## src/hw/rtl/lcc_div_cell.sv

```systemverilog
// One restoring-division cell: retires one quotient bit per request.
`default_nettype none
module lcc_div_cell #(
    parameter int W  = 8,
    parameter int DW = 6,
    parameter int PW = 1
) (
    input  wire logic          i_clk,
    input  wire logic          i_rst_n,
    input  wire logic          i_valid,
    input  wire logic [DW-1:0] i_rem,
    input  wire logic [W-1:0]  i_dq,
    input  wire logic [DW-1:0] i_divisor,
    input  wire logic [PW-1:0] i_side,
    output logic               o_valid,
    output logic [DW-1:0]      o_rem,
    output logic [W-1:0]       o_dq,
    output logic [PW-1:0]      o_side
);

    logic [DW:0]   trial;
    logic          ge;
    logic [DW-1:0] n_rem;
    logic [W-1:0]  n_dq;

    always_comb begin
        trial = {i_rem, i_dq[W-1]};
        ge    = trial >= {1'b0, i_divisor};
        n_rem = ge ? DW'(trial - {1'b0, i_divisor}) : trial[DW-1:0];
        n_dq  = {i_dq[W-2:0], ge};
    end

    always_ff @(posedge i_clk) begin
        if (!i_rst_n) begin
            o_valid <= 1'b0;
        end else begin
            o_valid <= i_valid;
        end
    end

    always_ff @(posedge i_clk) begin
        o_rem  <= n_rem;
        o_dq   <= n_dq;
        o_side <= i_side;
    end

endmodule
`default_nettype wire

```

## src/hw/rtl/lcc_div_chain.sv

```systemverilog
// Row of division cells: W-bit dividend in, registered quotient and remainder out.
`default_nettype none
module lcc_div_chain #(
    parameter int W  = 8,
    parameter int DW = 6,
    parameter int PW = 1
) (
    input  wire logic          i_clk,
    input  wire logic          i_rst_n,
    input  wire logic          i_valid,
    input  wire logic [W-1:0]  i_dividend,
    input  wire logic [DW-1:0] i_divisor,
    input  wire logic [PW-1:0] i_side,
    output logic               o_valid,
    output logic [W-1:0]       o_quot,
    output logic [DW-1:0]      o_rem,
    output logic [PW-1:0]      o_side
);

    logic          v_link [W+1];
    logic [DW-1:0] rem_link [W+1];
    logic [W-1:0]  dq_link [W+1];
    logic [PW-1:0] side_link [W+1];

    assign v_link[0]    = i_valid;
    assign rem_link[0]  = '0;
    assign dq_link[0]   = i_dividend;
    assign side_link[0] = i_side;

    for (genvar g = 0; g < W; g++) begin : g_cell
        lcc_div_cell #(.W(W), .DW(DW), .PW(PW)) u_cell (
            .i_clk     (i_clk),
            .i_rst_n   (i_rst_n),
            .i_valid   (v_link[g]),
            .i_rem     (rem_link[g]),
            .i_dq      (dq_link[g]),
            .i_divisor (i_divisor),
            .i_side    (side_link[g]),
            .o_valid   (v_link[g+1]),
            .o_rem     (rem_link[g+1]),
            .o_dq      (dq_link[g+1]),
            .o_side    (side_link[g+1])
        );
    end

    assign o_valid = v_link[W];
    assign o_quot  = dq_link[W];
    assign o_rem   = rem_link[W];
    assign o_side  = side_link[W];

endmodule
`default_nettype wire

```

## config.mk

```make
export PLATFORM = sky130hd
export DESIGN_NAME = lcc_div_chain
export DESIGN_NICKNAME = d
export VERILOG_FILES = /design/src/hw/rtl/lcc_div_cell.sv /design/src/hw/rtl/lcc_div_chain.sv
export SDC_FILE = /design/constraint.sdc
export NUM_CORES = 1
export LEC_CHECK = 0
export BUFFER_PORTS_ARGS = -buffer_cell sky130_fd_sc_hd__clkbuf_2
export CAP_MARGIN = 20
export CORE_MARGIN = 4
export CORE_UTILIZATION = 64
export CTS_CLUSTER_DIAMETER = 200
export DETAILED_ROUTE_END_ITERATION = 12
export MAX_ROUTING_LAYER = met4
export PLACE_DENSITY = 0.89
export SKIP_LAST_GASP = 1
export SLEW_MARGIN = 10
export SYNTH_ARGS = -nofsm -noshare
export SYNTH_HDL_FRONTEND = slang
export SYNTH_SLANG_ARGS = --single-unit
```

## constraint.sdc

```tcl
create_clock -name i_clk -period 4.6 [get_ports i_clk]
set_input_delay 0.46 -clock i_clk [delete_from_list [all_inputs] [get_ports i_clk]]
set_output_delay 0.46 -clock i_clk [all_outputs]
set_load 0.1 [all_outputs]
```

### Word level (Yosys, flattened, before mapping)

Cells that the tools add are included.
Widths: inputs -> output; s select.

| operators by class | value |
|---|---|
| $lt $le $gt $ge | 8 |
| add/sub/neg operators | 8 |
| multiplexer cells | 8 |

Operators by type and width:

| cell | number |
|---|---|
| $ge 7x6->1 | 7 |
| $mux 6 | 7 |
| $sub 6x6->6 | 7 |
| $ge 1x6->1 | 1 |
| $sub 1x6->6 | 1 |
| $mux 1 | 1 |

| storage, ports and cells | value |
|---|---|
| word-level logic and storage cells | 57 |
| flip-flop bits (word level) | 128 |
| output and inout bits | 16 |

### Longest topological paths before layout

| logic depth | value |
|---|---|
| depth after elaboration | 2 |
| depth in mapped cells | 8 |

### Modules after synthesis

From an unflattened synthesis, not the netlist that was laid out.

| unflattened totals | value |
|---|---|
| cells, all modules | 498 |
| area, all modules | 5666.7 µm² |

Modules (own cells, without submodules):

| module | seq. area each (µm²) | instances | cells each | area each (µm²) |
|---|---|---|---|---|
| lcc_div_cell (g_cell[0].u_cell ...) | 320.3 | 7 | 62 | 708.2 |
| lcc_div_cell (g_cell[5].u_cell) | 320.3 | 1 | 63 | 705.7 |
| lcc_div_chain | 0.0 | 1 | 1 | 3.8 |

### Worst setup path after synthesis

Ideal clock, no wire load.

| timing | value |
|---|---|
| path kind | input -> register |
| from | input port i_divisor[1] |
| to | register g_cell[7].u_cell.o_rem[5] |
| setup slack | 2.470 ns |
| cell stages on the path | 6 |
| setup time | 0.121 ns |
| arrival time | 2.009 ns |
| buffers on the path | 0 |
| cell sequence | inv_1 ha_1 and2b_2 o31a_2 a311o_1 mux2_2 |

| between the ends | value |
|---|---|
| cells in the longest elaborated chain, start to end | 2 |

RTL lines:

| element | RTL line | source |
|---|---|---|
| start, declared | lcc_div_chain.sv:12 | `input wire logic [DW-1:0] i_divisor,` |
| $sub 6x6->6 / $ge 7x6->1 (equally long branches) | lcc_div_cell.sv:29, lcc_div_cell.sv:28 |  |
| $mux 6 * | lcc_div_cell.sv:29 | `n_rem = ge ? DW'(trial - {1'b0, i_divisor}) : trial[DW-1:0];` |
| named net g_cell[7].u_cell.n_rem[5] | lcc_div_cell.sv:23 | `logic [DW-1:0] n_rem;` |
| end signal, assigned | lcc_div_cell.sv:42 | `o_rem <= n_rem;` |
| end, declared | lcc_div_cell.sv:16 | `output logic [DW-1:0] o_rem,` |

Mark *: on every way through the listed nets, which the timed path passes. The rest lies on a longest branch.
A chain may end at the register's enable or synchronous reset.

### Worst setup path in the final report

| timing | value |
|---|---|
| from | input port i_divisor[1] |
| to | register g_cell[7].u_cell.o_rem[3] |

The elaborated chain is that of the path after synthesis.

==> impl_metrics.ini <==
[clock_network]
cts_setup_buffers = 0
postCtsHoldBufs = 0
clock_path_buffers = 2
clk_pin_slew_ps = 60
post_cts_resized = 0
cts_sinks = 128
clk_latency_ps = 520
htreeDepth = 4
cts_tree = yes
cts_made_buffers = 17
cts_root_buf = clkbuf_8

[worst_setup_path]
start_kind = primary input
r2r_start = g_cell[6].u_cell.o_dq[7]
rrSetupSlack_ps = 2340
cp-startpoint = i_divisor[1]
crit_fanout = 10
crit_type = primary input to register
critPathRequiredTime_ps = 5010
cp.arrival_ps = 2790
crit_path_end_kind = register

[grt]
grt_pass1_wl_um = 17200
grt_overflow_total = 0
grt_pass1_vias = 3600
track_usage_pct = 23.0
grt_max_degree = 17
antenna_found_initial = 0

[sta]
setup_viol = 0
layout_setup_ws_ps = 2210
fin_skew_ps = 8.86
final-hold-violation-count = 0
period_share_pct = 51.9
final.min_clock_period_ps = 2390
worst-slew-pin-transition_ps = 556
tns_ps = 0
fmax_ghz = 0.419
drv_slew = 0
rsz0062_at_grt = no
relSlewSlack_pct = 63.1

[synth]
synth.most_common_cell = dfxtp_1
syn_inst = 456
synth-seq-cells = 128
yosysTopAreaCellShare_pct = 48.5
synthTopCellsByCount = dfxtp_1, ha_1, inv_1
synth_fp_nets = 532
syn_avg_cell_area_um2 = 11.6
synth_edf_count = 0
syn-cell-area_um2 = 5290
yosysWarnings = 0
yosysTopAreaCell = dfxtp_1
ys_top_cells_by_area = dfxtp_1, ha_1, mux2_2
ys_types = 42
yosysSeqAreaShare_pct = 48.5
synth_ff_type = dfxtp_1
synthArstFlopShare_pct = 0

[routing]
routedWlPerCell_um = 17.1
drt_pass1_iterations = 4
vias = 3483
postRouteAntennaNets = 0
drt_iter0_drc = 214
drc = 0
wirelength_um = 10500
vias_per_cell = 5.67

[die]
die_x_um = 98.9
dieHeight_um = 98.9
ios = 34
row_count = 32
die-area_um2 = 9780
coreArea_um2 = 7890
start_util_pct = 67.1

[layout]
drive_gt1_share_pct = 21.9
area_growth_pct = 15.4
n_antenna_cell = 0
final_nets = 575
fin_cells = 614

[status]
outcome = finished, final reports clean

[place]
gp_congestion = 0.891
place_inst = 582
dp_hpwl_um = 6840
place_ws_ps = 1690
port_buffers = 33

[power_and_ir_drop]
power.density_nw_per_um2 = 729
irDropWorstVdd_mv = 0.364
p_leak_nw = 2.80

[min_path]
hp-class = primary input to register
min_from = i_dividend[6]

[flow_run]
maxCapViolCount = 0
==> critical path: stages <==
cell,delay (ps)
clkbuf_2,310
inv_1,330
ha_1,420
a211oi_2,240
o21ai_1,170
a211oi_4,470
mux2_2,390
==> final timing paths <==
| check | to | cells after the start |
|---|---|---|
| setup / recovery | g_cell[7].u_cell.o_rem[3] | 7 |
| hold / removal | g_cell[0].u_cell.o_dq[7] | 1 |
| setup reg to reg | g_cell[7].u_cell.o_rem[3] | 7 |
| hold reg to reg | g_cell[1].u_cell.o_dq[3] | 0 |
==> final cells by class <==
type,instances,area (um^2)
Multi-Input combinational cell,276,2500
Clock buffer,17,414
Fill cell,476,1780
Sequential cell,128,2560
Timing Repair Buffer,33,165
Inverter,43,161
Tap cell,102,128
Clock inverter,15,174
==> through the flow <==
step | util, % | total power, mW | area (um^2) | hold slack (ps)
2_1_floorplan | - | 2.85 | 5290 | 310
3_3_place_gp | 69.9 | 3.03 | 5520 | 310
3_5_place_dp | 69.9 | 3.10 | 5520 | 312
4_1_cts | 77.4 | 4.46 | 6100 | 28.7
5_1_grt | 77.4 | 4.65 | 6100 | 37.1
6_report | 77.4 | 4.45 | 6100 | 36.3
==> logic make-up (layout without fill, tap and decap cells) <==
group           count (synthesis)  in the layout  share of synthesized area [%]
mux                            38             38                           7.78
compound gates                101            101                           14.6
flops                         128            128                           48.5
buf+inv                        52            108                           4.28
fa+ha+maj                      58             58                           14.7
simple gates                   65             65                           7.88
xor+xnor                       14             14                           2.32
==> flip-flops by register name, indices dropped and copies added (netlist names) <==
signal	cells
g_cell.u_cell.o_side	8
g_cell.u_cell.o_rem	48
g_cell.u_cell.o_valid	8
g_cell.u_cell.o_dq	64
==> where the power goes <==
part           leakage (nW)  internal (mW)  switching, mW
combinational          1.45          0.656           1.01
sequential             1.07           1.36          0.111
clock                 0.283          0.788          0.526
total                  2.80           2.80           1.65
==> layout by cell type, fill, tap and decap left out, types with 3 or more instances in the layout <==
master	synthesis	routed
a21oi_1	22	22
nand2_1	6	6
and2_1	9	9
a21o_1	7	7
inv_1	42	42
a22oi_1	4	4
mux2i_1	13	13
nor4b_1	4	4
nor3_1	5	5
o21ai_1	7	7
xnor2_1	12	12
clkbuf_16	0	16
a211o_1	4	4
and2b_1	5	5
nor2_1	15	15
o31a_1	5	5
ha_1	51	51
o211ai_1	6	6
clkinv_4	0	3
a211oi_2	6	6
nor2b_1	7	7
fa_1	7	7
nand2b_4	6	6
mux2_2	25	25
inv_6	0	7
clkbuf_2	0	33
dfxtp_1	128	128
o31ai_1	3	3
o21a_1	8	8
o21ai_0	16	16
a211oi_4	6	6
==> per-layer routing <==
metal	routed length, um	global-route usage, %	share of wire (%)
met1	4290	25.2	41
met2	5320	39.4	51
met5	0	-	0
met4	276	10.6	2.6
met3	610	5.45	5.8
Note: power is estimated with default switching activity, not from simulation.
